<file path="src/hw/rtl/spc_pkg.sv">
// Types, constants and helpers shared by the signal phase controller.
`timescale 1ns / 1ps
package spc_pkg;

    localparam int HEADS  = 4;
    localparam int HEAD_W = $clog2(HEADS);
    localparam int AGE_W  = 16;
    localparam int CNT_W  = 8;
    localparam int CFG_IDX_W  = 4;
    localparam int CFG_DATA_W = 16;

    localparam logic [AGE_W-1:0] AGE_MAX = '1;

    typedef enum logic [1:0] {
        ASPECT_STOP = 2'd0,
        ASPECT_WAIT = 2'd1,
        ASPECT_GO   = 2'd2
    } t_aspect;

    typedef enum logic [1:0] {
        PH_GREEN  = 2'd0,
        PH_YELLOW = 2'd1,
        PH_ALLRED = 2'd2
    } t_phase;

    localparam logic [CFG_IDX_W-1:0] REG_ADAPTIVE_ENABLE  = 4'd0;
    localparam logic [CFG_IDX_W-1:0] REG_GREEN_TICKS      = 4'd1;
    localparam logic [CFG_IDX_W-1:0] REG_YELLOW_TICKS     = 4'd2;
    localparam logic [CFG_IDX_W-1:0] REG_ALL_RED_TICKS    = 4'd3;
    localparam logic [CFG_IDX_W-1:0] REG_EVAL_INTERVAL    = 4'd4;
    localparam logic [CFG_IDX_W-1:0] REG_MIN_GREEN_TICKS  = 4'd5;
    localparam logic [CFG_IDX_W-1:0] REG_PRIORITY_QUEUE   = 4'd6;
    localparam logic [CFG_IDX_W-1:0] REG_PRIORITY_GAP     = 4'd7;

    typedef struct packed {
        logic [CNT_W-1:0] waiting_0;
        logic [CNT_W-1:0] waiting_1;
        logic [CNT_W-1:0] waiting_2;
        logic [CNT_W-1:0] waiting_3;
    } t_tick;

    typedef struct packed {
        logic [1:0] light_0;
        logic [1:0] light_1;
        logic [1:0] light_2;
        logic [1:0] light_3;
        logic [1:0] timed_phase;
        logic       active_pair;
    } t_result;

    typedef struct packed {
        logic [CFG_IDX_W-1:0]  index;
        logic [CFG_DATA_W-1:0] value;
    } t_cfg;

    function automatic logic in_pair(input logic [HEAD_W-1:0] idx, input logic pair);
        return idx[0] != pair;
    endfunction

    function automatic logic [AGE_W-1:0] age_inc(input logic [AGE_W-1:0] age);
        return (age == AGE_MAX) ? AGE_MAX : age + AGE_W'(1);
    endfunction

endpackage

</file>
<file path="src/hw/rtl/spc_if.sv">
// Valid/ready channel interfaces for tick, result and configuration beats.
`timescale 1ns / 1ps
interface spc_tick_if import spc_pkg::*; ();
    logic  valid;
    logic  ready;
    t_tick data;
    modport source (output valid, output data, input ready);
    modport sink (input valid, input data, output ready);
endinterface

interface spc_res_if import spc_pkg::*; ();
    logic    valid;
    logic    ready;
    t_result data;
    modport source (output valid, output data, input ready);
    modport sink (input valid, input data, output ready);
endinterface

interface spc_cfg_if import spc_pkg::*; ();
    logic valid;
    logic ready;
    t_cfg data;
    modport source (output valid, output data, input ready);
    modport sink (input valid, input data, output ready);
endinterface

</file>
<file path="src/hw/rtl/four_way_signal_phase_controller_unit.sv">
// Four-way signal phase controller: timed and queue-driven adaptive modes.
// A result beat is valid in the cycle after its tick beat is taken.
// Throughput: one tick beat per cycle; the tick channel stalls only while
// the result register is full and the result sink holds ready low.
// Reset (synchronous, active low) loads the register defaults, heads 0 and 2
// go, heads 1 and 3 stop, green phase, zero ages and an empty result register.
`timescale 1ns / 1ps
module four_way_signal_phase_controller_unit
    import spc_pkg::*;
(
    input  logic       i_clk,
    input  logic       i_rst_n,
    spc_tick_if.sink   i_tick,
    spc_res_if.source  o_res,
    spc_cfg_if.sink    i_cfg
);

    logic                  r_adaptive;
    logic [AGE_W-1:0]      r_green_ticks;
    logic [AGE_W-1:0]      r_yellow_ticks;
    logic [AGE_W-1:0]      r_all_red_ticks;
    logic [AGE_W-1:0]      r_eval_interval;
    logic [AGE_W-1:0]      r_min_green;
    logic [CNT_W-1:0]      r_prio_min;
    logic [AGE_W-1:0]      r_prio_gap;

    t_aspect               r_aspect    [HEADS];
    t_aspect               n_aspect    [HEADS];
    logic [AGE_W-1:0]      r_green_age [HEADS];
    logic [AGE_W-1:0]      n_green_age [HEADS];
    t_phase                r_phase;
    t_phase                n_phase;
    logic [AGE_W-1:0]      r_phase_age;
    logic [AGE_W-1:0]      n_phase_age;
    logic                  r_pair;
    logic                  n_pair;
    logic [AGE_W-1:0]      r_interval_age;
    logic [AGE_W-1:0]      n_interval_age;

    logic                  r_out_valid;
    t_result               r_out;
    t_result               n_out;

    logic [CNT_W-1:0]      w_wait [HEADS];
    logic                  w_acc;
    logic [AGE_W-1:0]      w_phase_len;
    logic                  w_advance;
    logic                  w_eval;
    logic [CNT_W-1:0]      w_max;
    logic [HEAD_W-1:0]     w_big;
    logic                  w_any_go;

    assign w_wait[0] = i_tick.data.waiting_0;
    assign w_wait[1] = i_tick.data.waiting_1;
    assign w_wait[2] = i_tick.data.waiting_2;
    assign w_wait[3] = i_tick.data.waiting_3;

    assign i_tick.ready = !r_out_valid || o_res.ready;
    assign w_acc        = i_tick.valid && i_tick.ready;
    assign i_cfg.ready  = 1'b1;
    assign o_res.valid  = r_out_valid;
    assign o_res.data   = r_out;

    always_comb begin
        unique case (r_phase)
            PH_GREEN:  w_phase_len = r_green_ticks;
            PH_YELLOW: w_phase_len = r_yellow_ticks;
            default:   w_phase_len = r_all_red_ticks;
        endcase
    end

    always_comb begin
        w_max = '0;
        w_big = '0;
        for (int i = 0; i < HEADS; i++) begin
            if (w_wait[i] > w_max) begin
                w_max = w_wait[i];
                w_big = HEAD_W'(i);
            end
        end
    end

    always_comb begin
        n_phase_age    = age_inc(r_phase_age);
        n_interval_age = age_inc(r_interval_age);
        n_phase        = r_phase;
        n_pair         = r_pair;
        for (int i = 0; i < HEADS; i++) begin
            n_green_age[i] = age_inc(r_green_age[i]);
            n_aspect[i]    = r_aspect[i];
        end
        w_advance = n_phase_age >= w_phase_len;
        w_eval    = n_interval_age >= r_eval_interval;
        w_any_go  = 1'b0;

        if (r_adaptive) begin
            if (w_eval) begin
                n_interval_age = '0;
                if (w_max != '0) begin
                    // release idle heads and heads past minimum green
                    for (int i = 0; i < HEADS; i++) begin
                        if (r_aspect[i] == ASPECT_GO &&
                            (w_wait[i] == '0 || n_green_age[i] >= r_min_green)) begin
                            n_aspect[i] = ASPECT_STOP;
                        end
                        if (n_aspect[i] == ASPECT_GO) begin
                            w_any_go = 1'b1;
                        end
                    end
                    if (!w_any_go) begin
                        if (w_max >= r_prio_min && n_green_age[w_big] >= r_prio_gap) begin
                            for (int i = 0; i < HEADS; i++) begin
                                n_aspect[i] = ASPECT_STOP;
                            end
                        end
                        n_aspect[w_big]    = ASPECT_GO;
                        n_green_age[w_big] = '0;
                    end
                end
            end
        end else if (w_advance) begin
            n_phase_age = '0;
            unique case (r_phase)
                PH_GREEN: begin
                    for (int i = 0; i < HEADS; i++) begin
                        n_aspect[i] = in_pair(HEAD_W'(i), r_pair) ? ASPECT_WAIT : ASPECT_STOP;
                    end
                    n_phase = PH_YELLOW;
                end
                PH_YELLOW: begin
                    for (int i = 0; i < HEADS; i++) begin
                        n_aspect[i] = ASPECT_STOP;
                    end
                    n_phase = PH_ALLRED;
                end
                default: begin
                    n_pair = ~r_pair;
                    for (int i = 0; i < HEADS; i++) begin
                        n_aspect[i] = in_pair(HEAD_W'(i), ~r_pair) ? ASPECT_GO : ASPECT_STOP;
                    end
                    n_phase = PH_GREEN;
                end
            endcase
        end

        n_out.light_0     = n_aspect[0];
        n_out.light_1     = n_aspect[1];
        n_out.light_2     = n_aspect[2];
        n_out.light_3     = n_aspect[3];
        n_out.timed_phase = n_phase;
        n_out.active_pair = n_pair;
    end

    // configuration registers
    always_ff @(posedge i_clk) begin
        if (!i_rst_n) begin
            r_adaptive      <= 1'b0;
            r_green_ticks   <= AGE_W'(100);
            r_yellow_ticks  <= AGE_W'(30);
            r_all_red_ticks <= AGE_W'(5);
            r_eval_interval <= AGE_W'(10);
            r_min_green     <= AGE_W'(50);
            r_prio_min      <= CNT_W'(3);
            r_prio_gap      <= AGE_W'(100);
        end else if (i_cfg.valid) begin
            unique case (i_cfg.data.index)
                REG_ADAPTIVE_ENABLE: r_adaptive      <= i_cfg.data.value[0];
                REG_GREEN_TICKS:     r_green_ticks   <= i_cfg.data.value;
                REG_YELLOW_TICKS:    r_yellow_ticks  <= i_cfg.data.value;
                REG_ALL_RED_TICKS:   r_all_red_ticks <= i_cfg.data.value;
                REG_EVAL_INTERVAL:   r_eval_interval <= i_cfg.data.value;
                REG_MIN_GREEN_TICKS: r_min_green     <= i_cfg.data.value;
                REG_PRIORITY_QUEUE:  r_prio_min      <= i_cfg.data.value[CNT_W-1:0];
                REG_PRIORITY_GAP:    r_prio_gap      <= i_cfg.data.value;
                default: ;
            endcase
        end
    end

    // controller state, advanced once per tick beat
    always_ff @(posedge i_clk) begin
        if (!i_rst_n) begin
            for (int i = 0; i < HEADS; i++) begin
                r_aspect[i]    <= in_pair(HEAD_W'(i), 1'b1) ? ASPECT_GO : ASPECT_STOP;
                r_green_age[i] <= '0;
            end
            r_phase        <= PH_GREEN;
            r_phase_age    <= '0;
            r_pair         <= 1'b1;
            r_interval_age <= '0;
        end else if (w_acc) begin
            for (int i = 0; i < HEADS; i++) begin
                r_aspect[i]    <= n_aspect[i];
                r_green_age[i] <= n_green_age[i];
            end
            r_phase        <= n_phase;
            r_phase_age    <= n_phase_age;
            r_pair         <= n_pair;
            r_interval_age <= n_interval_age;
        end
    end

    // result register
    always_ff @(posedge i_clk) begin
        if (!i_rst_n) begin
            r_out_valid <= 1'b0;
        end else if (w_acc) begin
            r_out_valid <= 1'b1;
        end else if (o_res.ready) begin
            r_out_valid <= 1'b0;
        end
    end

    always_ff @(posedge i_clk) begin
        if (w_acc) begin
            r_out <= n_out;
        end
    end

    a_result_loads: assert property (@(posedge i_clk) disable iff (!i_rst_n)
        w_acc |=> r_out_valid)
        else $error("result register not loaded after tick beat");

    a_eval_clears_interval: assert property (@(posedge i_clk) disable iff (!i_rst_n)
        (w_acc && r_adaptive && w_eval) |=> (r_interval_age == '0))
        else $error("interval age not cleared after evaluation");

    a_phase_age_runs: assert property (@(posedge i_clk) disable iff (!i_rst_n)
        (w_acc && !r_adaptive && !w_advance) |=> (r_phase_age != '0))
        else $error("phase age cleared without phase advance");

    a_pair_toggles_at_allred: assert property (@(posedge i_clk) disable iff (!i_rst_n)
        (w_acc && (r_adaptive || r_phase != PH_ALLRED)) |=> $stable(r_pair))
        else $error("pair changed outside all-red exit");

endmodule
</file>
<file path="src/flat_wrapper.sv">
// flat-port wrapper written by rule: the top's interface ports become plain ports
module four_way_signal_phase_controller_unit_flat import spc_pkg::*;
  (i_clk, i_rst_n, i_tick_valid, i_tick_data, i_tick_ready, o_res_valid, o_res_data, o_res_ready, i_cfg_valid, i_cfg_data, i_cfg_ready);
  spc_tick_if i_tick_i ();
  spc_res_if o_res_i ();
  spc_cfg_if i_cfg_i ();
  input  logic i_clk;
  input  logic i_rst_n;
  input wire logic [$bits(i_tick_i.valid)-1:0] i_tick_valid;
  input wire logic [$bits(i_tick_i.data)-1:0] i_tick_data;
  output wire logic [$bits(i_tick_i.ready)-1:0] i_tick_ready;
  output wire logic [$bits(o_res_i.valid)-1:0] o_res_valid;
  output wire logic [$bits(o_res_i.data)-1:0] o_res_data;
  input wire logic [$bits(o_res_i.ready)-1:0] o_res_ready;
  input wire logic [$bits(i_cfg_i.valid)-1:0] i_cfg_valid;
  input wire logic [$bits(i_cfg_i.data)-1:0] i_cfg_data;
  output wire logic [$bits(i_cfg_i.ready)-1:0] i_cfg_ready;
  assign i_tick_i.valid = i_tick_valid;
  assign i_tick_i.data = i_tick_data;
  assign i_tick_ready = i_tick_i.ready;
  assign o_res_valid = o_res_i.valid;
  assign o_res_data = o_res_i.data;
  assign o_res_i.ready = o_res_ready;
  assign i_cfg_i.valid = i_cfg_valid;
  assign i_cfg_i.data = i_cfg_data;
  assign i_cfg_ready = i_cfg_i.ready;
  four_way_signal_phase_controller_unit u_core (.i_clk(i_clk), .i_rst_n(i_rst_n), .i_tick(i_tick_i), .o_res(o_res_i), .i_cfg(i_cfg_i));
endmodule
</file>
<file path="config.mk">
export PLATFORM = sky130hd
export DESIGN_NAME = four_way_signal_phase_controller_unit_flat
export DESIGN_NICKNAME = d
export VERILOG_FILES = /design/src/hw/rtl/spc_pkg.sv /design/src/hw/rtl/spc_if.sv /design/src/hw/rtl/four_way_signal_phase_controller_unit.sv /design/src/flat_wrapper.sv
export SDC_FILE = /design/constraint.sdc
export NUM_CORES = 1
export LEC_CHECK = 0
export BUFFER_PORTS_ARGS = -buffer_cell sky130_fd_sc_hd__buf_2
export CORE_MARGIN = 4
export CORE_UTILIZATION = 35
export CTS_CLUSTER_SIZE = 16
export DETAILED_ROUTE_END_ITERATION = 10
export PLACE_DENSITY = 0.52
export SETUP_SLACK_MARGIN = 0.1
export SYNTH_ARGS = -nofsm -noshare
export SYNTH_HDL_FRONTEND = slang
export SYNTH_SLANG_ARGS = --single-unit
export TNS_END_PERCENT = 10
</file>
<file path="constraint.sdc">
create_clock -name i_clk -period 8.05 [get_ports i_clk]
set_clock_uncertainty 0.15 [all_clocks]
set_input_delay 0.4025 -clock i_clk [delete_from_list [all_inputs] [get_ports i_clk]]
set_output_delay 0.4025 -clock i_clk [all_outputs]
set_load 0.005 [all_outputs]
</file>
==> flow_summary.toml <==
[worst_setup_path]
crit_type = "in -> reg"
worstPathArrival_ns = 7.28
crit_family = "compound AO/OA/AOI/OAI gates"
slowest_stage = "a21oi_2"
cp_slowest_stage_delay_ns = 0.53
cp-start-kind = "input port"
critical_path_required_ns = 8.18
cp.buffers_inverters = 4
path_max_fanout = 25
cp_common_cell = "ha_1"
end_kind = "flip-flop"

[cells_and_area]
fin_util = 0.399
syn2layout_area_growth_pct = 12.4
drive_above_1_share = 0.113
final.fill_count = 4315
nets = 2030
antenna_cells = 0

[floorplan]
core-area_sq_mm = 0.0420
die_area_sq_mm = 0.0460
die_w_microns = 214
row_count = 75
die_h_microns = 214
start_util = 0.355
ios = 71

[yosys]
yosys_warnings = 0
yosys-top-cells-area = "dfxtp_1 (19%), edfxtp_1 (17%), ha_1 (13%)"
synth_top_area_frac = 0.189
synth_fp_nets = 1984
ys_seq_elements = 224
syn_inst = 1775
syn_avg_cell_area_sq_um = 8.40
yosysSeqAreaShare = 0.356
synthFlopType = "dfxtp_1"
yosysTopAreaCell = "dfxtp_1"
synth_edf_count = 83
synth_cell_types = 78
synth_area_sq_mm = 0.0149
async_flop_share = 0

[grt]
grt-busiest-layer = "met2"
antenna_found_initial = 0
grt_max_degree = 90
met1_usage = 0.261
grt_pass1_vias = 12500
grt_pass1_wl_microns = 70500
grt_util_met2 = 0.320
grt_use_total = 0.190
grtUsageMet3 = 0.0183
grt.overflow.total = 0

[flow_run]
maxCapViolations = 0

[sta]
finalSetupTns_ns = 0
max_freq_mhz = 140
period_needed_ns = 7.15
rsz0062_at_grt = "false"
maxSlewViolCount = 0
period_share = 0.889
max_slew.worst_pin.slew_ns = 1.16
maxSlewHeadroom = 0.224
setup_viol = 0
hold_violations = 0
fin_hold_ws_ns = 0.0468

[clock_tree]
cts_tree = "done"
cts_setup_buffers = 0
hold_buffers = 2
clk_pin_slew_ns = 0.06
cts_made_buffers = 28
cts-resized-gates = 0
cts_sinks = 224
insertion_delay_ns = 0.56
htreeDepth = 1
root_buffer = "clkbuf_16"
clockBufferDepth = 3

[outcome]
outcome = "completed"

[route]
wirelength_microns = 45400
drt_pass1_iterations = 6
antenna_left = 0
wl_per_cell_microns = 19.1
vias = 12900
drc = 0
via_per_inst = 5.43
drt_iter0_markers = 880

[pwr]
p_leak_nw = 6.91
power_density_mw_per_mm2 = 196
finalPower_mw = 3.29
ir_drop_mv = 0.168

[hold_path]
hold_path_class = "in -> reg"

[placed_design]
gp_congestion = 0.925
post-dp-hpwl_microns = 33200
portBuffers = 69
cell usage in the layout, fill, tap and decap left out, types with 4 or more instances in the layout:
cell	instances
a31oi_1	7
xor2_1	24
nand2_1	292
mux2i_1	46
nor2b_1	15
nor2_1	118
mux2_2	6
xnor2_1	32
nor2_2	32
a21oi_2	10
buf_2	69
nand3_1	71
o32a_1	4
a22o_1	30
bufinv_16	4
o22ai_1	8
o21a_1	8
o211ai_1	19
a21oi_1	191
nor3_1	13
and3_1	30
ha_1	152
nand4_1	30
or3_1	7
nand2b_1	24
nor4_1	9
buf_4	20
a21o_1	24
clkinv_2	4
a211oi_1	18
or2_2	5
nand3b_1	6
clkbuf_16	28
edfxtp_1	83
inv_1	102
and4_1	7
clkbuf_8	4
and2_1	21
o21ai_0	58
dfxtp_1	141
stage by stage:
stage | std cells | setup WS [ns] | cell area (sq um)
after detailed placement | 2328 | 0.441 | 15800
after floorplan | 1775 | 0.742 | 14900
after global routing | 2381 | 0.286 | 16800
after CTS | 2381 | 1.03 | 16800
after global placement | 2328 | 0.494 | 15800
final | 2381 | 0.895 | 16800
layer usage:
layer,wire length (microns),up-vias
met5,0,-
met4,1160,0
met3,1730,74
met2,21300,297
met1,21200,6157
li1,-,6394
path summary, 6_finish.rpt:
| path | startpoint | to | slack (ns) | depth (start not counted) |
|---|---|---|---|---|
| hold reg to reg | u_core.r_eval_interval[10]$_SDFFE_PN0P_ | u_core.r_eval_interval[10]$_SDFFE_PN0P_ | 0.30 | 2 |
| hold / removal | i_cfg_data[9] | u_core.r_all_red_ticks[9]$_SDFFE_PN0P_ | 0.05 | 3 |
| setup / recovery | i_tick_data[27] | u_core.r_aspect[2][1]$_SDFFCE_PN1P_ | 0.90 | 35 |
| setup reg to reg | u_core.r_green_age[3][0]$_SDFFCE_PN0P_ | u_core.r_green_age[1][5]$_SDFFCE_PN0P_ | 2.47 | 16 |
power by group:
part | internal (mW) | switching [mW]
logic | 0.264 | 0.450
registers | 1.22 | 0.0321
clock network | 0.803 | 0.525
total | 2.29 | 1.01
cells in the mapped netlist, types with 18 or more instances:
cell,count
a211oi_1,18
a21o_1,24
a21oi_1,192
a22o_1,30
and2_1,21
and3_1,30
clkbuf_1,56
dfxtp_1,141
edfxtp_1,83
ha_1,152
inv_1,103
mux2i_1,46
nand2_1,292
nand2b_1,24
nand3_1,71
nand4_1,30
nor2_1,119
nor2_2,31
o211ai_1,19
o21ai_0,58
xnor2_1,32
xor2_1,24
cell type report:
cell class              instances  area, sq um  area share
multi-input cells            1372         8900       0.531
clock inverters                18          215      0.0128
well taps                     539          674      0.0402
repair buffers                 91          515      0.0307
inverters                     104          390      0.0233
clock buffers                  33          759      0.0453
flip-flops and latches        224         5320       0.317
flip-flops by register name, summed over array words and instances (netlist names):
| register | count |
|---|---|
| u_core.o_res.data | 11 |
| u_core.o_res.valid | 1 |
| u_core.r_adaptive | 1 |
| u_core.r_all_red_ticks | 16 |
| u_core.r_aspect | 8 |
| u_core.r_eval_interval | 16 |
| u_core.r_green_age | 64 |
| u_core.r_green_ticks | 16 |
| u_core.r_interval_age | 16 |
| u_core.r_min_green | 16 |
| u_core.r_pair | 1 |
| u_core.r_phase | 2 |
| u_core.r_phase_age | 16 |
| u_core.r_prio_gap | 16 |
| u_core.r_prio_min | 8 |
| u_core.r_yellow_ticks | 16 |
worst min-delay path, delay by kind of cell:
kind                   cells  cell delay, ns
AOI/OAI and AO/OA          1            0.05
buffers and inverters      1            0.18
and+or+nand+nor            1            0.08
kinds of logic after synthesis:
family,count (synthesis),share of synthesized area
simple gates,693,0.219
fa+ha+maj,152,0.128
flops,224,0.356
xor+xnor,56,0.0329
mux,54,0.0378
other cells,1,0.000251
buf+inv,179,0.0482
compound gates,416,0.178
Note: power is estimated with default switching activity, not from simulation.
